==> config.mk <==
export PLATFORM = sky130hd
export DESIGN_NAME = bitmap_find_first_set_clear
export DESIGN_NICKNAME = d
export VERILOG_FILES = /design/src/design/bmff_pkg.sv /design/src/design/bmff_word_scan.sv /design/src/design/bitmap_find_first_set_clear.sv
export VERILOG_INCLUDE_DIRS = /design/src /design/src/design
export SDC_FILE = /design/constraint.sdc
export NUM_CORES = 2
export LEC_CHECK = 0
export BUFFER_PORTS_ARGS = -buffer_cell sky130_fd_sc_hd__clkbuf_2
export CORE_UTILIZATION = 40
export CTS_BUF_LIST = sky130_fd_sc_hd__clkbuf_8
export DETAILED_ROUTE_END_ITERATION = 10
export GPL_ROUTABILITY_DRIVEN = 0
export GPL_TIMING_DRIVEN = 0
export HOLD_SLACK_MARGIN = 0.06
export PLACE_DENSITY = 0.62
export SKIP_LAST_GASP = 1
export SYNTH_ARGS = -nofsm -noshare
export SYNTH_HDL_FRONTEND = slang
export SYNTH_SLANG_ARGS = --single-unit
==> constraint.sdc <==
create_clock -name clk_i -period 11.5 [get_ports clk_i]
set_input_delay 0 -clock clk_i [delete_from_list [all_inputs] [get_ports clk_i]]
set_output_delay 0 -clock clk_i [all_outputs]
set_load 0.01 [all_outputs]
==> src/design/bitmap_find_first_set_clear_macros.svh <==
// ----------------------------------------------------------------------------
// Bitmap find-first-set/clear assertion macros
// Concurrent assertion shorthands shared by the bitmap block.
// ----------------------------------------------------------------------------
`ifndef BITMAP_FIND_FIRST_SET_CLEAR_MACROS_SVH
`define BITMAP_FIND_FIRST_SET_CLEAR_MACROS_SVH
`ifndef NO_ASSERTIONS
`define BMFF_ASSERT(label, clk, rst_n, prop) \
  label: assert property (@(posedge clk) disable iff (!rst_n) (prop)) \
    else $error("bitmap assertion failed");
`define BMFF_ASSERT_NEXT(label, clk, rst_n, ante, cons) \
  label: assert property (@(posedge clk) disable iff (!rst_n) (ante) |=> (cons)) \
    else $error("bitmap assertion failed");
`else
`define BMFF_ASSERT(label, clk, rst_n, prop)
`define BMFF_ASSERT_NEXT(label, clk, rst_n, ante, cons)
`endif
`endif

==> src/design/bmff_pkg.sv <==
// ----------------------------------------------------------------------------
// Bitmap find-first-set/clear package
// Beat types, operation codes and fixed field widths of the bitmap block.
// ----------------------------------------------------------------------------
package bmff_pkg;

  localparam int unsigned KIND_W = 3;
  localparam int unsigned IDX_W  = 10;
  localparam int unsigned CFG_W  = 5;
  localparam int unsigned POS_W  = 6;

  localparam logic [CFG_W-1:0] WIU_RESET = 5'd16;

  localparam logic [KIND_W-1:0] KIND_SET_BIT   = 3'd0;
  localparam logic [KIND_W-1:0] KIND_CLEAR_BIT = 3'd1;
  localparam logic [KIND_W-1:0] KIND_SET_ALL   = 3'd2;
  localparam logic [KIND_W-1:0] KIND_CLEAR_ALL = 3'd3;
  localparam logic [KIND_W-1:0] KIND_READ      = 3'd4;

  typedef enum logic {
    ST_IDLE,
    ST_SCAN
  } state_e;

  typedef struct packed {
    logic [KIND_W-1:0] kind;
    logic [IDX_W-1:0]  bit_number;
  } item_t;

  typedef struct packed {
    logic             bit_value;
    logic             first_set_found;
    logic [IDX_W-1:0] first_set_index;
    logic             first_clear_found;
    logic [IDX_W-1:0] first_clear_index;
    logic             all_clear;
    logic             all_set;
    logic             out_of_range;
  } result_t;

  typedef struct packed {
    logic             set_any;
    logic [POS_W-1:0] set_pos;
    logic             clr_any;
    logic [POS_W-1:0] clr_pos;
  } scan_t;

endpackage

==> src/design/bmff_word_scan.sv <==
// ----------------------------------------------------------------------------
// Bitmap word scanner
// Finds the lowest set and the lowest clear bit of one bitmap word.
// ----------------------------------------------------------------------------
module bmff_word_scan #(
  parameter int unsigned WORD_BITS = 64
) (
  input  logic [WORD_BITS-1:0] word_i,
  output bmff_pkg::scan_t      scan_o
);
  import bmff_pkg::*;

  localparam int unsigned BIT_W = $clog2(WORD_BITS);
  localparam int unsigned PAD_W = 1 << BIT_W;

  function automatic logic [BIT_W-1:0] lowest_one(input logic [PAD_W-1:0] v);
    logic [PAD_W-1:0] x;
    logic [PAD_W-1:0] lowmask;
    logic [BIT_W-1:0] pos;
    x   = v;
    pos = '0;
    for (int l = BIT_W - 1; l >= 0; l--) begin
      lowmask = {PAD_W{1'b1}} >> (PAD_W - (1 << l));
      if ((x & lowmask) == '0) begin
        x      = x >> (1 << l);
        pos[l] = 1'b1;
      end
    end
    return pos;
  endfunction

  logic [PAD_W-1:0] set_vec;
  logic [PAD_W-1:0] clr_vec;

  assign set_vec = PAD_W'(word_i);
  assign clr_vec = PAD_W'(~word_i);

  assign scan_o.set_any = |word_i;
  assign scan_o.clr_any = ~&word_i;
  assign scan_o.set_pos = POS_W'(lowest_one(set_vec));
  assign scan_o.clr_pos = POS_W'(lowest_one(clr_vec));

endmodule

==> src/design/bitmap_find_first_set_clear.sv <==
// ----------------------------------------------------------------------------
// Bitmap find-first-set/clear
// Bitmap store with single-bit updates, set-all and clear-all over the words
// in use, and lowest set and clear bit search over the words in use.
// ----------------------------------------------------------------------------
// Usage: drive item_i and raise start; the beat is taken at a rising edge
// where start is high and busy is low. busy then stays high while the block
// walks the words in use, one word per cycle, applying the operation and
// searching each word as it passes.
// The result beat appears on res_o with done_o high for exactly one cycle,
// in the cycle after the last word. busy is already low in the done_o cycle,
// so a new item can be taken at the end of that cycle; no item is taken
// while busy is high. The words are walked one at a time because the bitmap
// has a single word port and the block has one shared word scanner.
// The receiver cannot stall; a result must be taken when done_o is high.
// cfg_we_i writes words_in_use and is meant only while the block is idle.
// Reset clears every bitmap word at once, sets words_in_use to 16 and
// leaves the block idle and ready.
// ----------------------------------------------------------------------------
`include "bitmap_find_first_set_clear_macros.svh"

module bitmap_find_first_set_clear #(
  parameter int unsigned MAX_BITS  = 1024,
  parameter int unsigned WORD_BITS = 64
) (
  input  logic                           clk_i,
  input  logic                           rst_ni,
  input  logic                           start,
  output logic                           busy,
  input  bmff_pkg::item_t                item_i,
  input  logic                           cfg_we_i,
  input  logic [bmff_pkg::CFG_W-1:0]     cfg_wdata_i,
  output logic                           done_o,
  output bmff_pkg::result_t              res_o
);
  import bmff_pkg::*;

  localparam int unsigned NUM_WORDS = MAX_BITS / WORD_BITS;
  localparam int unsigned AW    = (NUM_WORDS > 1) ? $clog2(NUM_WORDS) : 1;
  localparam int unsigned BIT_W = $clog2(WORD_BITS);
  localparam int unsigned BW    = $clog2(NUM_WORDS * WORD_BITS + 1);
  localparam int unsigned CW    = (BW > IDX_W) ? BW : IDX_W;
  localparam int unsigned NWW   = $clog2(NUM_WORDS + 1);
  localparam int unsigned LW    = (NWW > CFG_W) ? NWW : CFG_W;

  state_e                state_q, state_d;
  logic [CFG_W-1:0]      wiu_q;
  logic [WORD_BITS-1:0]  words_q [NUM_WORDS];
  logic [KIND_W-1:0]     kind_q;
  logic [IDX_W-1:0]      num_q;
  logic [AW-1:0]         last_q;
  logic [AW-1:0]         cnt_q;
  logic [BW-1:0]         base_q;
  logic                  hit_q;
  logic                  bitval_q;
  logic                  set_found_q;
  logic [IDX_W-1:0]      set_idx_q;
  logic                  clr_found_q;
  logic [IDX_W-1:0]      clr_idx_q;
  logic                  done_q;

  logic                  accept;
  logic                  last_word;
  logic [AW-1:0]         last_d;
  logic [LW-1:0]         wiu_ext;
  logic [CW-1:0]         num_ext;
  logic [CW-1:0]         base_ext;
  logic                  hit;
  logic [BIT_W-1:0]      bit_sel;
  logic [WORD_BITS-1:0]  rd_word;
  logic [WORD_BITS-1:0]  new_word;
  logic [WORD_BITS-1:0]  bit_mask;
  logic [CW-1:0]         set_sum;
  logic [CW-1:0]         clr_sum;
  scan_t                 scan;

  assign accept    = start && (state_q == ST_IDLE);
  assign busy      = (state_q != ST_IDLE);
  assign last_word = (cnt_q == last_q);

  assign wiu_ext = LW'(wiu_q);

  always_comb begin
    if (wiu_ext == '0) begin
      last_d = '0;
    end else if (wiu_ext > LW'(NUM_WORDS)) begin
      last_d = AW'(NUM_WORDS - 1);
    end else begin
      last_d = AW'(wiu_ext - LW'(1));
    end
  end

  assign num_ext  = CW'(num_q);
  assign base_ext = CW'(base_q);
  assign hit      = (num_ext >= base_ext) && (num_ext < base_ext + CW'(WORD_BITS));
  assign bit_sel  = BIT_W'(num_ext - base_ext);
  assign bit_mask = WORD_BITS'(1) << bit_sel;
  assign rd_word  = words_q[cnt_q];

  always_comb begin
    case (kind_q)
      KIND_SET_BIT: begin
        new_word = hit ? (rd_word | bit_mask) : rd_word;
      end
      KIND_CLEAR_BIT: begin
        new_word = hit ? (rd_word & ~bit_mask) : rd_word;
      end
      KIND_SET_ALL: begin
        new_word = {WORD_BITS{1'b1}};
      end
      KIND_CLEAR_ALL: begin
        new_word = '0;
      end
      KIND_READ: begin
        new_word = rd_word;
      end
      default: begin
        new_word = rd_word;
      end
    endcase
  end

  bmff_word_scan #(
    .WORD_BITS(WORD_BITS)
  ) u_scan (
    .word_i(new_word),
    .scan_o(scan)
  );

  assign set_sum = base_ext + CW'(scan.set_pos);
  assign clr_sum = base_ext + CW'(scan.clr_pos);

  always_comb begin
    state_d = state_q;
    case (state_q)
      ST_IDLE: begin
        if (start) begin
          state_d = ST_SCAN;
        end
      end
      ST_SCAN: begin
        if (last_word) begin
          state_d = ST_IDLE;
        end
      end
      default: begin
        state_d = ST_IDLE;
      end
    endcase
  end

  always_ff @(posedge clk_i or negedge rst_ni) begin
    if (!rst_ni) begin
      state_q <= ST_IDLE;
    end else begin
      state_q <= state_d;
    end
  end

  always_ff @(posedge clk_i or negedge rst_ni) begin
    if (!rst_ni) begin
      wiu_q <= WIU_RESET;
    end else if (cfg_we_i) begin
      wiu_q <= cfg_wdata_i;
    end
  end

  always_ff @(posedge clk_i or negedge rst_ni) begin
    if (!rst_ni) begin
      words_q <= '{default: '0};
    end else if (state_q == ST_SCAN) begin
      words_q[cnt_q] <= new_word;
    end
  end

  always_ff @(posedge clk_i or negedge rst_ni) begin
    if (!rst_ni) begin
      done_q      <= 1'b0;
      cnt_q       <= '0;
      base_q      <= '0;
      hit_q       <= 1'b0;
      set_found_q <= 1'b0;
      clr_found_q <= 1'b0;
    end else begin
      done_q <= (state_q == ST_SCAN) && last_word;
      if (accept) begin
        cnt_q       <= '0;
        base_q      <= '0;
        hit_q       <= 1'b0;
        set_found_q <= 1'b0;
        clr_found_q <= 1'b0;
      end else if (state_q == ST_SCAN) begin
        cnt_q  <= cnt_q + AW'(1);
        base_q <= base_q + BW'(WORD_BITS);
        if (hit) begin
          hit_q <= 1'b1;
        end
        if (!set_found_q && scan.set_any) begin
          set_found_q <= 1'b1;
        end
        if (!clr_found_q && scan.clr_any) begin
          clr_found_q <= 1'b1;
        end
      end
    end
  end

  always_ff @(posedge clk_i) begin
    if (accept) begin
      kind_q    <= item_i.kind;
      num_q     <= item_i.bit_number;
      last_q    <= last_d;
      bitval_q  <= 1'b0;
      set_idx_q <= '0;
      clr_idx_q <= '0;
    end else if (state_q == ST_SCAN) begin
      if (hit) begin
        bitval_q <= new_word[bit_sel];
      end
      if (!set_found_q && scan.set_any) begin
        set_idx_q <= set_sum[IDX_W-1:0];
      end
      if (!clr_found_q && scan.clr_any) begin
        clr_idx_q <= clr_sum[IDX_W-1:0];
      end
    end
  end

  assign done_o                  = done_q;
  assign res_o.bit_value         = bitval_q;
  assign res_o.first_set_found   = set_found_q;
  assign res_o.first_set_index   = set_idx_q;
  assign res_o.first_clear_found = clr_found_q;
  assign res_o.first_clear_index = clr_idx_q;
  assign res_o.all_clear         = !set_found_q;
  assign res_o.all_set           = !clr_found_q;
  assign res_o.out_of_range      = !hit_q;

  `BMFF_ASSERT(a_done_when_idle, clk_i, rst_ni, done_o |-> !busy)
  `BMFF_ASSERT_NEXT(a_accept_busy, clk_i, rst_ni, start && !busy, busy)
  `BMFF_ASSERT_NEXT(a_last_word_done, clk_i, rst_ni, busy && last_word, done_o && !busy)
  `BMFF_ASSERT_NEXT(a_single_strobe, clk_i, rst_ni, done_o, !done_o)

endmodule
==> flow_metrics.py <==
metrics = {
    "outcome": {
        "status": "finished with violations",
        "violations": "design-rule violations, max-capacitance violations, max-slew violations",
    },
    "global_route": {
        "antenna_found_initial": 5,
        "grt_pass1_vias": 40600,
        "gr-total-overflow": 0,
        "grt_max_degree": 119,
        "grt.total_usage_pct": 29.5,
        "grt_pass1_wl_mm": 274,
    },
    "finish": {
        "final_layout_size_suffix_gt1_share_pct": 14.5,
        "final_core_util_pct": 46.0,
        "fillers": 11600,
        "syn_to_final_growth_pct": 13.9,
        "num-nets-final": 5063,
        "final_cell_mix": "dfrtp_1, nand2_1, o21ai_0, clkbuf_1, a21oi_1",
        "final_common_cell": "dfrtp_1",
        "fin_cells": 6810,
    },
    "timing": {
        "worst_pin_slew_ns": 1.55,
        "fmax_mhz": 131,
        "hold_viol": 0,
        "min_period_over_period_pct": 66.5,
        "finalCriticalPeriod_ns": 7.64,
        "relSlewSlack_pct": -3.00,
        "fin_setup_tns_ns": 0,
        "rsz0062_at_grt": "no",
        "setup_viol": 0,
        "clock_skew_ns": 0.0519,
        "slew_viol_final": 27,
    },
    "floorplanning": {
        "dieArea_um2": 126000,
        "die-width_um": 356,
        "coreArea_um2": 124000,
        "rows": 129,
        "io_pins": 50,
        "initial_core_util_pct": 40.4,
        "die_y_um": 356,
    },
    "setup_path": {
        "r2r-start": "cnt_q[2]$_DFFE_PN0P_",
        "path_class": "flip-flop to flip-flop",
        "start_kind": "flip-flop",
        "worstSetupEndpointType": "flip-flop",
        "cp.arrival_ns": 8.42,
        "crit_path_cell_trace": "buf_2, nor2_1, clkbuf_1, a22oi_1, nand2_1, a311oi_1, a2111oi_0, nand2_1, nor4_2, o211a_1, clkbuf_1, a21oi_1, o21ai_0, a21o_1, a211o_1, a31oi_1, ha_1, mux2i_1, nor2_1",
        "required_ns": 12.28,
        "timing.reg2reg.setup_slack_ns": 3.86,
        "r2r_cells": 19,
        "path_max_fanout": 10,
        "regToRegEndpoint": "clr_idx_q[1]$_SDFFE_PP0P_",
        "cp_slowest_stage_delay_ns": 1.18,
        "slowest_stage": "nor2_1",
    },
    "drt": {
        "wire_per_inst_um": 27.4,
        "dr.pass1.iters": 11,
        "wirelength_mm": 186,
        "drc": 6,
        "drtAntennaViolNets": 0,
        "vias": 41400,
        "vias_per_cell": 6.08,
        "drtIter0Drc": 4953,
    },
    "yosys": {
        "avgSynthCellArea_um2": 10.6,
        "yosys_warnings": 0,
        "synthCells": 4728,
        "synth-edff-count": 17,
        "async_flop_share_pct": 96.5,
        "yosysSeqAreaShare_pct": 54.1,
        "synthMuxAreaShare_pct": 14.7,
        "synth_compound_area_share_pct": 15.1,
        "synth_fa_ha_area_share_pct": 0.425,
        "synth_area_um2": 50000,
        "synth_xor_area_share_pct": 0.278,
        "ys_types": 81,
        "synth_ff_type": "dfrtp_1",
        "synth_top_family_by_area": "compound AO/OA/AOI/OAI gates",
        "ys_ff_latch": 1081,
        "synthSimpleGateAreaFrac_pct": 10.9,
    },
    "power_and_ir_drop": {
        "combPwrFrac_pct": 50.5,
        "vdd_drop_max_uv": 154,
        "p_sw_mw": 9.59,
        "leakage_nw": 24.5,
        "cellPowerDensity_nw_per_um2": 365,
        "internal_power_mw": 11.2,
        "p_sw_share_pct": 46.1,
        "p_seq_share_pct": 32.3,
        "clockPowerShare_pct": 17.3,
    },
    "place": {
        "dpl.hpwl_mm": 131,
        "place_inst": 6426,
        "port_buffers": 48,
    },
    "clock_network": {
        "htreeDepth": 4,
        "post-cts-setup-buffer-count": 0,
        "cts_buffers": 181,
        "clock_sinks": 1081,
        "cts_buffer_depth": 3,
        "cts_resized": 0,
        "hold_buffers": 51,
        "insertion_delay_ns": 0.91,
        "clk_pin_slew_ns": 0.07,
        "cts_tree": "built",
        "cts_root_buf": "clkbuf_8",
    },
    "run": {
        "drv_cap": 3,
    },
    "hold_path": {
        "hold_path_class": "input pin to async pin",
    },
}
## cells in the mapped netlist, types with 28 or more instances
| library cell | n | area share (%) |
|---|---|---|
| dfrtp_1 | 1042 | 52 |
| clkbuf_1 | 386 | 2.9 |
| inv_1 | 30 | 0.23 |
| nand3_1 | 33 | 0.33 |
| a31oi_1 | 41 | 0.51 |
| nor2_1 | 311 | 2.3 |
| a21oi_1 | 320 | 3.2 |
| o21ai_0 | 815 | 8.2 |
| a22oi_1 | 79 | 1.2 |
| buf_2 | 48 | 0.48 |
| buf_4 | 28 | 0.42 |
| nand2_1 | 866 | 6.5 |
| nor3_1 | 32 | 0.32 |
| mux4_2 | 295 | 13 |
| mux2i_1 | 59 | 1.2 |
## critical path, delay by kind of cell, from the launching register on
family	cells	cell delay, ns
AO/OA/AOI/OAI	9	2.45
adder cells (fa/ha/maj)	1	0.29
buffers and inverters	3	1.94
flip-flops	1	0.43
multiplexers	1	0.13
AND/OR/NAND/NOR	5	2.23
## worst max-delay path by stage
stage	start	endpoint	slack, ns	cells after the start
global placement	rst_ni	words_q[807]$_DFFE_PN0P_	-15.05	1
global route	cnt_q[2]$_DFFE_PN0P_	clr_idx_q[1]$_SDFFE_PP0P_	3.79	19
detailed placement	cnt_q[2]$_DFFE_PN0P_	clr_idx_q[1]$_SDFFE_PP0P_	4.32	19
floorplan	base_ext[6]$_DFFE_PN0P_	clr_idx_q[1]$_SDFFE_PP0P_	6.53	23
CTS	cnt_q[2]$_DFFE_PN0P_	clr_idx_q[1]$_SDFFE_PP0P_	4.23	19
finish	cnt_q[2]$_DFFE_PN0P_	clr_idx_q[1]$_SDFFE_PP0P_	3.86	19
## registers in the layout (all words and copies together), names as in the netlist, 3 cells and up
signal / cells
words_q: 1024
clr_idx_q: 10
num_q: 10
set_idx_q: 10
base_ext: 5
wiu_ext: 5
cnt_q: 4
last_q: 4
kind_q: 3
## cells by family (layout without fill, tap and decap cells)
kind of cell	after synthesis	after routing
multiplexers	363	363
other	2	8
AND/OR/NAND/NOR	1346	1346
XOR/XNOR	15	15
AO/OA/AOI/OAI	1383	1383
buffers and inverters	521	960
adder cells (fa/ha/maj)	17	17
flip-flops	1081	1081
## layout make-up
cell class / instances / area [um2] / share of cell area, %
Timing Repair Buffer: 112 / 1100 / 1.94
Multi-Input combinational cell: 3127 / 20800 / 36.4
Clock inverter: 104 / 708 / 1.24
Tap cell: 1637 / 2050 / 3.60
Inverter: 32 / 120 / 0.211
Sequential cell: 1081 / 27000 / 47.5
Antenna cell: 5 / 12.5 / 0.0220
Buffer: 489 / 2120 / 3.72
Clock buffer: 223 / 3070 / 5.39
## stage by stage
step	instance area, um2	total power, mW	hold slack [ns]	setup WS (ns)
after global routing	57000	21.8	0.362	3.79
after detailed placement	52600	16.9	0.163	4.32
after CTS	56900	20.5	0.321	4.23
final	57000	20.8	0.342	3.86
after floorplan	50000	12.8	-0.296	6.53
after global placement	52300	16.6	0.181	-15.05
## power groups by stage
stage	registers [mW]	clock network (mW)	logic [mW]
floorplan	6.37	0	6.46
global placement	6.68	0	9.95
detailed placement	6.71	0	10.2
CTS	6.66	3.60	10.2
global route	6.89	3.78	11.1
finish	6.71	3.59	10.5
## per-layer routing
layer	vias up	wire, um	track usage (%)
met3	566	20000	7.88
met1	21100	73200	39.8
li1	17400	-	-
met5	-	141	0
met2	2368	81300	43.1
met4	2	11800	16.8
Power figures use the tool's default switching activity.
